===== src/rtl/lsbse_pkg.sv =====
// ----------------------------------------------------------------------------
// LSB stego extractor package
// Shared types, codes and defaults for the hidden-data extractor.
// ----------------------------------------------------------------------------
package lsbse_pkg;

   // Register defaults
   localparam logic [9:0] HEADER_BYTES_RESET = 10'd54;
   localparam logic [7:0] MAGIC_FIRST_RESET  = 8'd35;
   localparam logic [7:0] MAGIC_SECOND_RESET = 8'd42;
   localparam int         MAX_EXT_LEN_DEFAULT = 4;

   // Register indexes on the APB port (byte address = 4 * index)
   localparam logic [1:0] REG_HEADER_BYTES = 2'd0;
   localparam logic [1:0] REG_MAGIC_FIRST  = 2'd1;
   localparam logic [1:0] REG_MAGIC_SECOND = 2'd2;

   // Bit counts that close each gather
   localparam logic [4:0] LAST_BIT_BYTE  = 5'd7;
   localparam logic [4:0] LAST_BIT_MAGIC = 5'd15;
   localparam logic [4:0] LAST_BIT_WORD  = 5'd31;

   typedef enum logic [2:0] {
      PH_HEADER   = 3'd0,
      PH_MAGIC    = 3'd1,
      PH_EXTLEN   = 3'd2,
      PH_EXTBYTES = 3'd3,
      PH_SECLEN   = 3'd4,
      PH_SECBYTES = 3'd5,
      PH_DONE     = 3'd6,
      PH_HALT     = 3'd7
   } phase_type;

   typedef enum logic [2:0] {
      KIND_EXT_BYTE  = 3'd0,
      KIND_SEC_BYTE  = 3'd1,
      KIND_EXT_LEN   = 3'd2,
      KIND_SEC_LEN   = 3'd3,
      KIND_MAGIC_ERR = 3'd4,
      KIND_EXT_LONG  = 3'd5
   } kind_type;

   typedef struct packed {
      logic [9:0] header_bytes;
      logic [7:0] magic_first;
      logic [7:0] magic_second;
   } cfg_type;

   typedef struct packed {
      logic        valid;
      kind_type    kind;
      logic [31:0] value;
      logic        last;
   } result_type;

endpackage


===== src/rtl/lsb_stego_extractor.sv =====
// ----------------------------------------------------------------------------
// LSB stego extractor
// Skips an image header, gathers hidden bits from byte LSBs and emits the
// decoded lengths, payload bytes and error results, tagged by kind.
// ----------------------------------------------------------------------------
//  channel | direction | handshake            | payload
//  --------+-----------+----------------------+------------------------------
//  req     | in        | req_valid/req_ready  | req_image_byte[7:0]
//  rsp     | out       | rsp_valid/rsp_ready  | rsp_kind[2:0] rsp_value[31:0]
//          |           |                      | rsp_last
//  csr     | in/out    | psel/penable/pready  | paddr[3:0] pwdata prdata
//
//  One image byte per clock; each byte is decoded in the cycle it is accepted
//  and any result appears in the result register on the next cycle.
//  req_ready drops only while a result waits in the result register and
//  rsp_ready is low.
//  Synchronous active-high reset restores the register defaults and the
//  header-skip phase; there is no clearing pass.
// ----------------------------------------------------------------------------
module lsb_stego_extractor #(
   parameter int MAX_EXT_LEN = lsbse_pkg::MAX_EXT_LEN_DEFAULT
) (
   input  logic        clock,
   input  logic        reset,
   input  logic        req_valid,
   output logic        req_ready,
   input  logic [7:0]  req_image_byte,
   output logic        rsp_valid,
   input  logic        rsp_ready,
   output logic [2:0]  rsp_kind,
   output logic [31:0] rsp_value,
   output logic        rsp_last,
   input  logic        psel,
   input  logic        penable,
   input  logic        pwrite,
   input  logic [3:0]  paddr,
   input  logic [31:0] pwdata,
   output logic [31:0] prdata,
   output logic        pready
);
   import lsbse_pkg::*;

   cfg_type    cfg;
   result_type result;
   phase_type  phase;
   kind_type   kind;
   logic       req_xfer;
   logic       slot_free;

   assign req_ready = slot_free;
   assign req_xfer  = req_valid & req_ready;

   lsbse_csr u_csr (
      .clock   (clock),
      .reset   (reset),
      .psel    (psel),
      .penable (penable),
      .pwrite  (pwrite),
      .paddr   (paddr),
      .pwdata  (pwdata),
      .prdata  (prdata),
      .pready  (pready),
      .cfg     (cfg)
   );

   lsbse_core #(
      .MAX_EXT_LEN (MAX_EXT_LEN)
   ) u_core (
      .clock      (clock),
      .reset      (reset),
      .step       (req_xfer),
      .image_byte (req_image_byte),
      .cfg        (cfg),
      .result     (result),
      .phase      (phase)
   );

   lsbse_outreg u_outreg (
      .clock     (clock),
      .reset     (reset),
      .load      (req_xfer),
      .result    (result),
      .rsp_ready (rsp_ready),
      .rsp_valid (rsp_valid),
      .rsp_kind  (kind),
      .rsp_value (rsp_value),
      .rsp_last  (rsp_last),
      .slot_free (slot_free)
   );

   assign rsp_kind = kind;

   // Input stalls only behind a waiting, untaken result
   assert property (@(posedge clock) disable iff (reset)
      !req_ready |-> (rsp_valid && !rsp_ready))
      else $error("input stalled without a blocked result");

   // A closing result leaves the core finished or halted
   assert property (@(posedge clock) disable iff (reset)
      (req_xfer && result.valid && result.last) |=> (phase == PH_DONE || phase == PH_HALT))
      else $error("closing result did not end the stream");

   // Error results always close the stream
   assert property (@(posedge clock) disable iff (reset)
      (rsp_valid && (kind == KIND_MAGIC_ERR || kind == KIND_EXT_LONG)) |-> rsp_last)
      else $error("error result without last");

   // Reset empties the result register
   assert property (@(posedge clock) reset |=> !rsp_valid)
      else $error("result valid after reset");

endmodule


===== src/rtl/lsbse_csr.sv =====
// ----------------------------------------------------------------------------
// LSB stego extractor register file
// APB-style configuration registers: header length and the two magic bytes.
// ----------------------------------------------------------------------------
module lsbse_csr (
   input  logic              clock,
   input  logic              reset,
   input  logic              psel,
   input  logic              penable,
   input  logic              pwrite,
   input  logic [3:0]        paddr,
   input  logic [31:0]       pwdata,
   output logic [31:0]       prdata,
   output logic              pready,
   output lsbse_pkg::cfg_type cfg
);
   import lsbse_pkg::*;

   logic [9:0] header_bytes_ff;
   logic [7:0] magic_first_ff;
   logic [7:0] magic_second_ff;
   logic       wr_en;
   logic [1:0] reg_index;

   assign pready    = 1'b1;
   assign reg_index = paddr[3:2];
   assign wr_en     = psel & penable & pwrite;

   // Write registers on the access phase of a transfer
   always_ff @(posedge clock) begin
      if (reset) begin
         header_bytes_ff <= HEADER_BYTES_RESET;
         magic_first_ff  <= MAGIC_FIRST_RESET;
         magic_second_ff <= MAGIC_SECOND_RESET;
      end else if (wr_en) begin
         case (reg_index)
            REG_HEADER_BYTES: header_bytes_ff <= pwdata[9:0];
            REG_MAGIC_FIRST:  magic_first_ff  <= pwdata[7:0];
            REG_MAGIC_SECOND: magic_second_ff <= pwdata[7:0];
            default: ;
         endcase
      end
   end

   // Read back
   always_comb begin
      case (reg_index)
         REG_HEADER_BYTES: prdata = {22'd0, header_bytes_ff};
         REG_MAGIC_FIRST:  prdata = {24'd0, magic_first_ff};
         REG_MAGIC_SECOND: prdata = {24'd0, magic_second_ff};
         default:          prdata = 32'd0;
      endcase
   end

   assign cfg.header_bytes = header_bytes_ff;
   assign cfg.magic_first  = magic_first_ff;
   assign cfg.magic_second = magic_second_ff;

endmodule


===== src/rtl/lsbse_core.sv =====
// ----------------------------------------------------------------------------
// LSB stego extractor decode core
// Per-byte phase sequencer: header skip, LSB gather, length and magic checks.
// ----------------------------------------------------------------------------
module lsbse_core #(
   parameter int MAX_EXT_LEN = lsbse_pkg::MAX_EXT_LEN_DEFAULT
) (
   input  logic                   clock,
   input  logic                   reset,
   input  logic                   step,
   input  logic [7:0]             image_byte,
   input  lsbse_pkg::cfg_type     cfg,
   output lsbse_pkg::result_type  result,
   output lsbse_pkg::phase_type   phase
);
   import lsbse_pkg::*;

   localparam logic [30:0] EXT_LIMIT = 31'(MAX_EXT_LEN);

   phase_type   phase_ff,       phase_in;
   logic [9:0]  header_count_ff, header_count_in;
   logic [4:0]  bit_count_ff,   bit_count_in;
   logic [31:0] gather_ff,      gather_in;
   logic [30:0] items_left_ff,  items_left_in;

   phase_type   eff_phase;
   logic [4:0]  eff_bits;
   logic [30:0] len_n;
   logic [30:0] items_dec;
   logic        in_header;

   // Gather shifts in from the top, so the newest bit sits in bit 31
   assign gather_in = {image_byte[0], gather_ff[31:1]};
   assign len_n     = gather_in[31] ? 31'd0 : gather_in[30:0];
   assign items_dec = (items_left_ff != 31'd0) ? items_left_ff - 31'd1 : 31'd0;
   assign in_header = (phase_ff == PH_HEADER) && (header_count_ff < cfg.header_bytes);

   // Leaving the header falls straight into the magic gather on this byte
   assign eff_phase = (phase_ff == PH_HEADER) ? PH_MAGIC : phase_ff;
   assign eff_bits  = (phase_ff == PH_HEADER) ? 5'd0 : bit_count_ff;

   // Next state and result for one accepted byte
   always_comb begin
      phase_in        = phase_ff;
      header_count_in = header_count_ff;
      bit_count_in    = eff_bits + 5'd1;
      items_left_in   = items_left_ff;
      result.valid    = 1'b0;
      result.kind     = KIND_EXT_BYTE;
      result.value    = 32'd0;
      result.last     = 1'b0;

      if (in_header) begin
         header_count_in = header_count_ff + 10'd1;
         bit_count_in    = bit_count_ff;
      end else begin
         case (eff_phase)
            PH_MAGIC: begin
               phase_in = PH_MAGIC;
               if (eff_bits == LAST_BIT_MAGIC) begin
                  bit_count_in = 5'd0;
                  if (gather_in[23:16] != cfg.magic_first ||
                      gather_in[31:24] != cfg.magic_second) begin
                     phase_in     = PH_HALT;
                     result.valid = 1'b1;
                     result.kind  = KIND_MAGIC_ERR;
                     result.value = {16'd0, gather_in[31:16]};
                     result.last  = 1'b1;
                  end else begin
                     phase_in = PH_EXTLEN;
                  end
               end
            end
            PH_EXTLEN: begin
               if (eff_bits == LAST_BIT_WORD) begin
                  bit_count_in = 5'd0;
                  result.valid = 1'b1;
                  result.value = gather_in;
                  if (len_n > EXT_LIMIT) begin
                     phase_in    = PH_HALT;
                     result.kind = KIND_EXT_LONG;
                     result.last = 1'b1;
                  end else begin
                     items_left_in = len_n;
                     phase_in      = (len_n == 31'd0) ? PH_SECLEN : PH_EXTBYTES;
                     result.kind   = KIND_EXT_LEN;
                  end
               end
            end
            PH_SECLEN: begin
               if (eff_bits == LAST_BIT_WORD) begin
                  bit_count_in  = 5'd0;
                  items_left_in = len_n;
                  phase_in      = (len_n == 31'd0) ? PH_DONE : PH_SECBYTES;
                  result.valid  = 1'b1;
                  result.kind   = KIND_SEC_LEN;
                  result.value  = gather_in;
                  result.last   = (len_n == 31'd0);
               end
            end
            PH_EXTBYTES, PH_SECBYTES: begin
               if (eff_bits == LAST_BIT_BYTE) begin
                  bit_count_in  = 5'd0;
                  items_left_in = items_dec;
                  result.valid  = 1'b1;
                  result.value  = {24'd0, gather_in[31:24]};
                  if (eff_phase == PH_EXTBYTES) begin
                     result.kind = KIND_EXT_BYTE;
                     if (items_dec == 31'd0) phase_in = PH_SECLEN;
                  end else begin
                     result.kind = KIND_SEC_BYTE;
                     result.last = (items_dec == 31'd0);
                     if (items_dec == 31'd0) phase_in = PH_DONE;
                  end
               end
            end
            default: begin
               // Done or halted: drop bytes until reset
               bit_count_in = bit_count_ff;
            end
         endcase
      end
   end

   // Advance state on each accepted byte
   always_ff @(posedge clock) begin
      if (reset) begin
         phase_ff        <= PH_HEADER;
         header_count_ff <= 10'd0;
         bit_count_ff    <= 5'd0;
         gather_ff       <= 32'd0;
         items_left_ff   <= 31'd0;
      end else if (step) begin
         phase_ff        <= phase_in;
         header_count_ff <= header_count_in;
         bit_count_ff    <= bit_count_in;
         gather_ff       <= gather_in;
         items_left_ff   <= items_left_in;
      end
   end

   assign phase = phase_ff;

endmodule


===== src/rtl/lsbse_outreg.sv =====
// ----------------------------------------------------------------------------
// LSB stego extractor result register
// Holds one result for the response channel and gives input-side ready.
// ----------------------------------------------------------------------------
module lsbse_outreg (
   input  logic                  clock,
   input  logic                  reset,
   input  logic                  load,
   input  lsbse_pkg::result_type result,
   input  logic                  rsp_ready,
   output logic                  rsp_valid,
   output lsbse_pkg::kind_type   rsp_kind,
   output logic [31:0]           rsp_value,
   output logic                  rsp_last,
   output logic                  slot_free
);
   import lsbse_pkg::*;

   logic        valid_ff;
   kind_type    kind_ff;
   logic [31:0] value_ff;
   logic        last_ff;

   // Slot is free when empty or being drained this cycle
   assign slot_free = ~valid_ff | rsp_ready;

   // Hold valid until the transfer completes
   always_ff @(posedge clock) begin
      if (reset) begin
         valid_ff <= 1'b0;
      end else if (load && result.valid) begin
         valid_ff <= 1'b1;
      end else if (rsp_ready) begin
         valid_ff <= 1'b0;
      end
   end

   // Capture payload
   always_ff @(posedge clock) begin
      if (load && result.valid) begin
         kind_ff  <= result.kind;
         value_ff <= result.value;
         last_ff  <= result.last;
      end
   end

   assign rsp_valid = valid_ff;
   assign rsp_kind  = kind_ff;
   assign rsp_value = value_ff;
   assign rsp_last  = last_ff;

endmodule

===== config.mk =====
export PLATFORM = sky130hd
export DESIGN_NAME = lsb_stego_extractor
export DESIGN_NICKNAME = d
export VERILOG_FILES = /design/src/rtl/lsbse_pkg.sv /design/src/rtl/lsb_stego_extractor.sv /design/src/rtl/lsbse_csr.sv /design/src/rtl/lsbse_core.sv /design/src/rtl/lsbse_outreg.sv
export SDC_FILE = /design/constraint.sdc
export NUM_CORES = 1
export LEC_CHECK = 0
export BUFFER_PORTS_ARGS = -buffer_cell sky130_fd_sc_hd__buf_2
export CORE_ASPECT_RATIO = 0.8
export CORE_UTILIZATION = 40
export DETAILED_ROUTE_END_ITERATION = 12
export HOLD_SLACK_MARGIN = 0.03
export PLACE_DENSITY = 0.66
export REMOVE_ABC_BUFFERS = 1
export SLEW_MARGIN = 10
export SYNTH_ARGS = -nofsm -noshare
export SYNTH_HDL_FRONTEND = slang
export SYNTH_SLANG_ARGS = --single-unit
export TNS_END_PERCENT = 50

===== constraint.sdc =====
create_clock -name clock -period 9.2 [get_ports clock]
set_clock_uncertainty 0.15 [all_clocks]
set_input_delay 1.84 -clock clock [delete_from_list [all_inputs] [get_ports clock]]
set_output_delay 1.84 -clock clock [all_outputs]
set_load 0.01 [all_outputs]

[Word-level counts from Yosys, hierarchy flattened]
Index checks and enable logic that the tools add are counted.
Storage, ports and cells
  flip-flop bits (word level): 144
  bits of input ports: 51
  output and inout port bits: 71
  logic and storage cells: 100
Cells by class
  add/subtract/negate cells: 3
  $lt $le $gt $ge: 2
  equality and inequality tests: 17
  multiplexer cells: 39
  bitwise logic cells: 6
  reduce and logical (&&, ||, !) cells: 21
Operators with widths (number)
  two-way mux 37 bit: 6
  two-way mux 31 bit: 6
  case mux 37 bit (4 select lines): 1
  case mux 31 bit (3 select lines): 1
  logical NOT 31 bit: 2
  two-way mux 3 bit: 12
  greater-than comparator 31 x 3 -> 1 bit, second input constant: 1
  nonzero test 31 bit: 1
  subtractor 31 x 1 -> 31 bit, second input constant: 1
  case mux 10 bit (3 select lines): 1
  two-way mux 5 bit: 4
  != test 8 bit: 2
  case mux 5 bit (3 select lines): 1
  AND reduction 7 bit: 2
  case mux 3 bit (4 select lines): 1
  adder 10 x 1 -> 10 bit, second input constant: 1
  < comparator 10 bit: 1
  != test 2 x 1 -> 1 bit, second input constant: 4
  AND reduction 2 bit: 4
  equality test 3 x 2 -> 1 bit, second input constant: 2
  equality test 3 bit, second input constant: 2
  nonzero test 3 bit: 2
  adder 5 x 1 -> 5 bit, second input constant: 1
  equality test 5 x 3 -> 1 bit, second input constant: 1
  19 further kinds: 28

[Longest topological paths before layout]
  word-level depth: 9
  gate-level depth with buffers: 14
  gate-level depth less buffers: 13

[By module]
From an unflattened synthesis, not the netlist that was laid out.
Second synthesis, totals
  cell total of the unflattened synthesis: 912
  area, all modules: 8086.5 um^2
Modules (own cells, without submodules)
  lsbse_core: instances 1, cells an instance 713, area an instance 5506.5 um^2, seq. area each 1601.5 um^2
  lsbse_csr: instances 1, cells an instance 157, area an instance 1442.6 um^2, seq. area each 520.5 um^2
  lsbse_outreg: instances 1, cells an instance 41, area an instance 1131.1 um^2, seq. area each 1101.1 um^2
  lsb_stego_extractor: instances 1, cells an instance 1, area an instance 6.3 um^2, seq. area each 0.0 um^2

[Worst setup path after synthesis]
No wires, ideal clock.
  path kind: in2out
  from: input port paddr[2]
  to: output port prdata[0]
  arrival: 2656 ps
  setup slack: 4554 ps
  stages: 3
  path buffers: 1
  cells stage by stage: buf_1 mux2i_1 o21ai_0
On the way
  cells in the longest elaborated chain, start to end: 2
Ends and longest elaborated chain
  start: declaration: RTL line lsb_stego_extractor.sv:36  | input logic [3:0] paddr,
  equality test 2 bit (tied with other cells): RTL line lsbse_csr.sv:47  | case (reg_index)
  case mux 10 bit (3 select lines) (*): RTL line lsbse_csr.sv:47
  end: declaration: RTL line lsb_stego_extractor.sv:38  | output logic [31:0] prdata,
Mark *: on every way between the ends. The rest lies on a longest branch, timed or not.

[Final worst setup path]
  from: input port paddr[3]
  to: output port prdata[6]
The elaborated chain is that of the path after synthesis.

==> out/metrics.cfg <==
[run_status]
outcome = completed

[layout]
drive_gt1_share_pct = 13.2
finalNetCount = 1012
fillCellCount = 1831
syn_to_final_growth_pct = 12.5
diodes = 0
multiInputGateArea_mm2 = 0.00406
register_area_mm2 = 0.00322

[floorplanning]
core-area_mm2 = 0.0185
die_h_um = 126
core.rowCount = 44
start_util_pct = 41.6
io_pins = 122
fp.dieArea_mm2 = 0.0198
die_width_um = 157

[synthesis]
avgSynthCellArea_um2 = 8.39
synth_edf_count = 36
synthTopCellsByArea = dfxtp_1 28%, edfxtp_1 14%, nand2_1 6.4%
yosys_warnings = 0
ys_ff_latch = 143
synthFlopType = dfxtp_1
post-synth-top-area-cell = dfxtp_1
ys_seq_area_share_pct = 41.9
netlist_instances = 916
synthesis.area_mm2 = 0.00769
synth_cell_types = 68
synth_top_area_share_pct = 27.9
synth_async_sr_flop_share_pct = 0

[global_route]
grt_pass1_vias = 6056
antenna_found_initial = 0
grt_pass1_wl_um = 33900
grt_max_degree = 75
grt.overflow.total = 0
grtUsageTotal_pct = 22.3

[critical_path]
rr_endpoint = u_core.items_left_ff[26]$_SDFFE_PP0P_
critPathMaxStageDelay_ns = 0.59
rrSetupSlack_ns = 4.31
cp-endpoint = prdata[6]
crit_chain = buf_2 -> nor2b_1 -> nand2_1 -> o21ai_0 -> buf_2
critPathLaunchType = primary input
crit_required_ns = 7.21
worstSetupEndpointType = primary output
path_depth = 5
crit_slowest_cell = nor2b_1
r2r_start = u_core.phase[2]$_SDFFE_PP0P_
crit_family = simple AND/OR/NAND/NOR gates
startpoint = paddr[3]
arrival_ns = 3.08
rr_worst_depth = 12
crit_top_cell = buf_2
crit_buf_inv = 2
cp_max_fo = 15
crit_type = primary input to primary output

[hold_path]
hold_class = flip-flop to flip-flop

[clocking]
cts_setup_buffers = 0
clkSlewWorstSetupHoldPaths_ns = 0.06
cts_max_level = 4
cts_root_buf = clkbuf_16
cts_tree = yes
cts_resized = 0
clk_latency_ns = 0.43
cts_buffers = 17
clkSinkCount = 143
cts_hold_buf = 0
clk_path_buf_depth = 2

[routing]
wl_per_cell_um = 17.6
drtAntennaViolNets = 0
viasPerCell = 5.63
drtIter0Drc = 728
drc = 0
dr.pass1.iters = 6
vias = 6822
totalWireLength_um = 21300

[power_and_ir_drop]
pwr-share-seq_pct = 47.7
p_switching_uw = 325
worst_ir_drop_vdd_v = 0.000128
total_power_mw = 1.36
p_comb_share_pct = 3.8
pwr-share-clk_pct = 48.5
leakagePower_nw = 3.26
p_int_mw = 1.04
power_density_mw_per_mm2 = 157
switching_share_pct = 23.9

[placed_design]
post-place-ws_ns = 4.12
hpwl_um = 14500
port_buffers = 67
place_congestion = 0.909

[timing]
setup_viol = 0
holdWs_ns = 0.315
slew_headroom_pct = 22.0
rsz0062_at_grt = no
finalSetupTns_ns = 0
hold_viol = 0
worst_slew_pin_slew_ns = 1.17
layout_min_cycle_time_ns = 5.07
setup_slack_ns = 4.13
drv_slew = 0
max_freq_mhz = 197
post-route-period-util_pct = 55.1

[flow_run]
drv_cap = 0

synthesized netlist by cell type (8+ instances only):
| library cell | number |
|---|---|
| buf_4 | 24 |
| nor3_1 | 39 |
| ha_1 | 15 |
| a22o_1 | 8 |
| inv_1 | 18 |
| a21oi_1 | 73 |
| nor4_1 | 21 |
| xor2_1 | 31 |
| nand4_1 | 9 |
| nand3_1 | 16 |
| dfxtp_1 | 107 |
| and3_1 | 20 |
| clkbuf_1 | 59 |
| a211o_1 | 11 |
| mux2i_1 | 21 |
| o21ai_0 | 41 |
| edfxtp_1 | 36 |
| nor2_1 | 83 |
| nand2b_1 | 10 |
| nand2_1 | 131 |
| a211oi_1 | 17 |
| nor2b_1 | 12 |
area by class of cell:
| type | count | share of cell area [%] |
|---|---|---|
| well taps | 253 | 3.66 |
| multi-input cells | 687 | 46.9 |
| inverters | 19 | 0.824 |
| flip-flops and latches | 143 | 37.2 |
| repair buffers | 78 | 4.86 |
| clock buffers | 18 | 4.96 |
| clock inverters | 14 | 1.56 |
routing by layer:
| layer | up-vias | part of all wire [%] | GRT usage (%) |
|---|---|---|---|
| met3 | 33 | 7.3 | 4.54 |
| met1 | 3221 | 48 | 33.0 |
| li1 | 3292 | - | - |
| met5 | - | 0 | 0 |
| met2 | 276 | 42 | 31.9 |
| met4 | 0 | 1.9 | 7.04 |
cells in the final DEF (no fill, tap or decap), types with 7 or more instances in the layout:
cell,count
a211o_1,11
a211oi_1,17
a21oi_1,73
a22o_1,8
a31oi_1,7
and3_1,20
buf_2,66
buf_4,12
clkbuf_16,17
conb_1,23
dfxtp_1,107
edfxtp_1,36
ha_1,15
inv_1,18
mux2i_1,21
nand2_1,131
nand2b_1,10
nand3_1,16
nand4_1,9
nor2_1,83
nor2b_1,12
nor3_1,39
nor4_1,21
o21ai_0,41
xnor2_1,7
xor2_1,31
through the flow:
step | std cells | utilization [%] | cell area (um2)
floorplan | 849 | - | 7340
global placement | 1180 | 43.7 | 8090
detailed placement | 1180 | 43.7 | 8090
CTS | 1212 | 46.8 | 8650
global route | 1212 | 46.8 | 8650
finish | 1212 | 46.8 | 8650
registers in the layout, summed over array words and instances, names as in the netlist:
signal / cells
u_csr.magic_first_ff: 8
u_csr.header_bytes_ff: 10
u_core.items_left_ff: 31
u_core.gather_ff: 31
u_outreg.rsp_last: 1
u_outreg.rsp_valid: 1
u_outreg.rsp_kind: 3
u_core.bit_count_ff: 5
u_outreg.rsp_value: 32
u_core.header_count_ff: 10
u_core.phase: 3
u_csr.magic_second_ff: 8
kinds of logic after synthesis:
logic type      count (synthesis)  share of synthesized area [%]
compound gates                201                           17.1
xor+xnor                       38                           4.33
fa+ha+maj                      15                           2.44
buf+inv                       107                           6.43
flops                         143                           41.9
mux                            23                           3.03
other cells                     2                         0.0977
simple gates                  387                           24.6
worst min-delay path by stage:
stage | start | to | depth (start not counted)
2_1_floorplan | u_csr.header_bytes_ff[8]$_SDFFE_PP0P_ | u_csr.header_bytes_ff[8]$_SDFFE_PP0P_ | 2
3_3_place_gp | u_csr.header_bytes_ff[8]$_SDFFE_PP0P_ | u_csr.header_bytes_ff[8]$_SDFFE_PP0P_ | 2
3_5_place_dp | u_csr.header_bytes_ff[9]$_SDFFE_PP0P_ | u_csr.header_bytes_ff[9]$_SDFFE_PP0P_ | 2
4_1_cts | u_csr.header_bytes_ff[9]$_SDFFE_PP0P_ | u_csr.header_bytes_ff[9]$_SDFFE_PP0P_ | 2
5_1_grt | u_core.bit_count_ff[1]$_SDFFE_PP0P_ | u_core.bit_count_ff[1]$_SDFFE_PP0P_ | 2
6_report | u_csr.header_bytes_ff[9]$_SDFFE_PP0P_ | u_csr.header_bytes_ff[9]$_SDFFE_PP0P_ | 2
worst min-delay path: stages, from the launching register on:
cell	delay, ns
dfxtp_1	0.31
nand2_1	0.05
a21oi_1	0.05
power by group through the flow:
| stage | Clock, mW | Combinational, mW | Sequential (mW) |
|---|---|---|---|
| 4_1_cts | 0.668 | 0.0509 | 0.649 |
| 3_3_place_gp | 0 | 0.0505 | 0.662 |
| 2_1_floorplan | 0 | 0.0247 | 0.661 |
| 5_1_grt | 0.696 | 0.0569 | 0.649 |
| 6_report | 0.661 | 0.0517 | 0.649 |
| 3_5_place_dp | 0 | 0.0509 | 0.663 |
No activity file was read; power rests on OpenSTA's default activity.
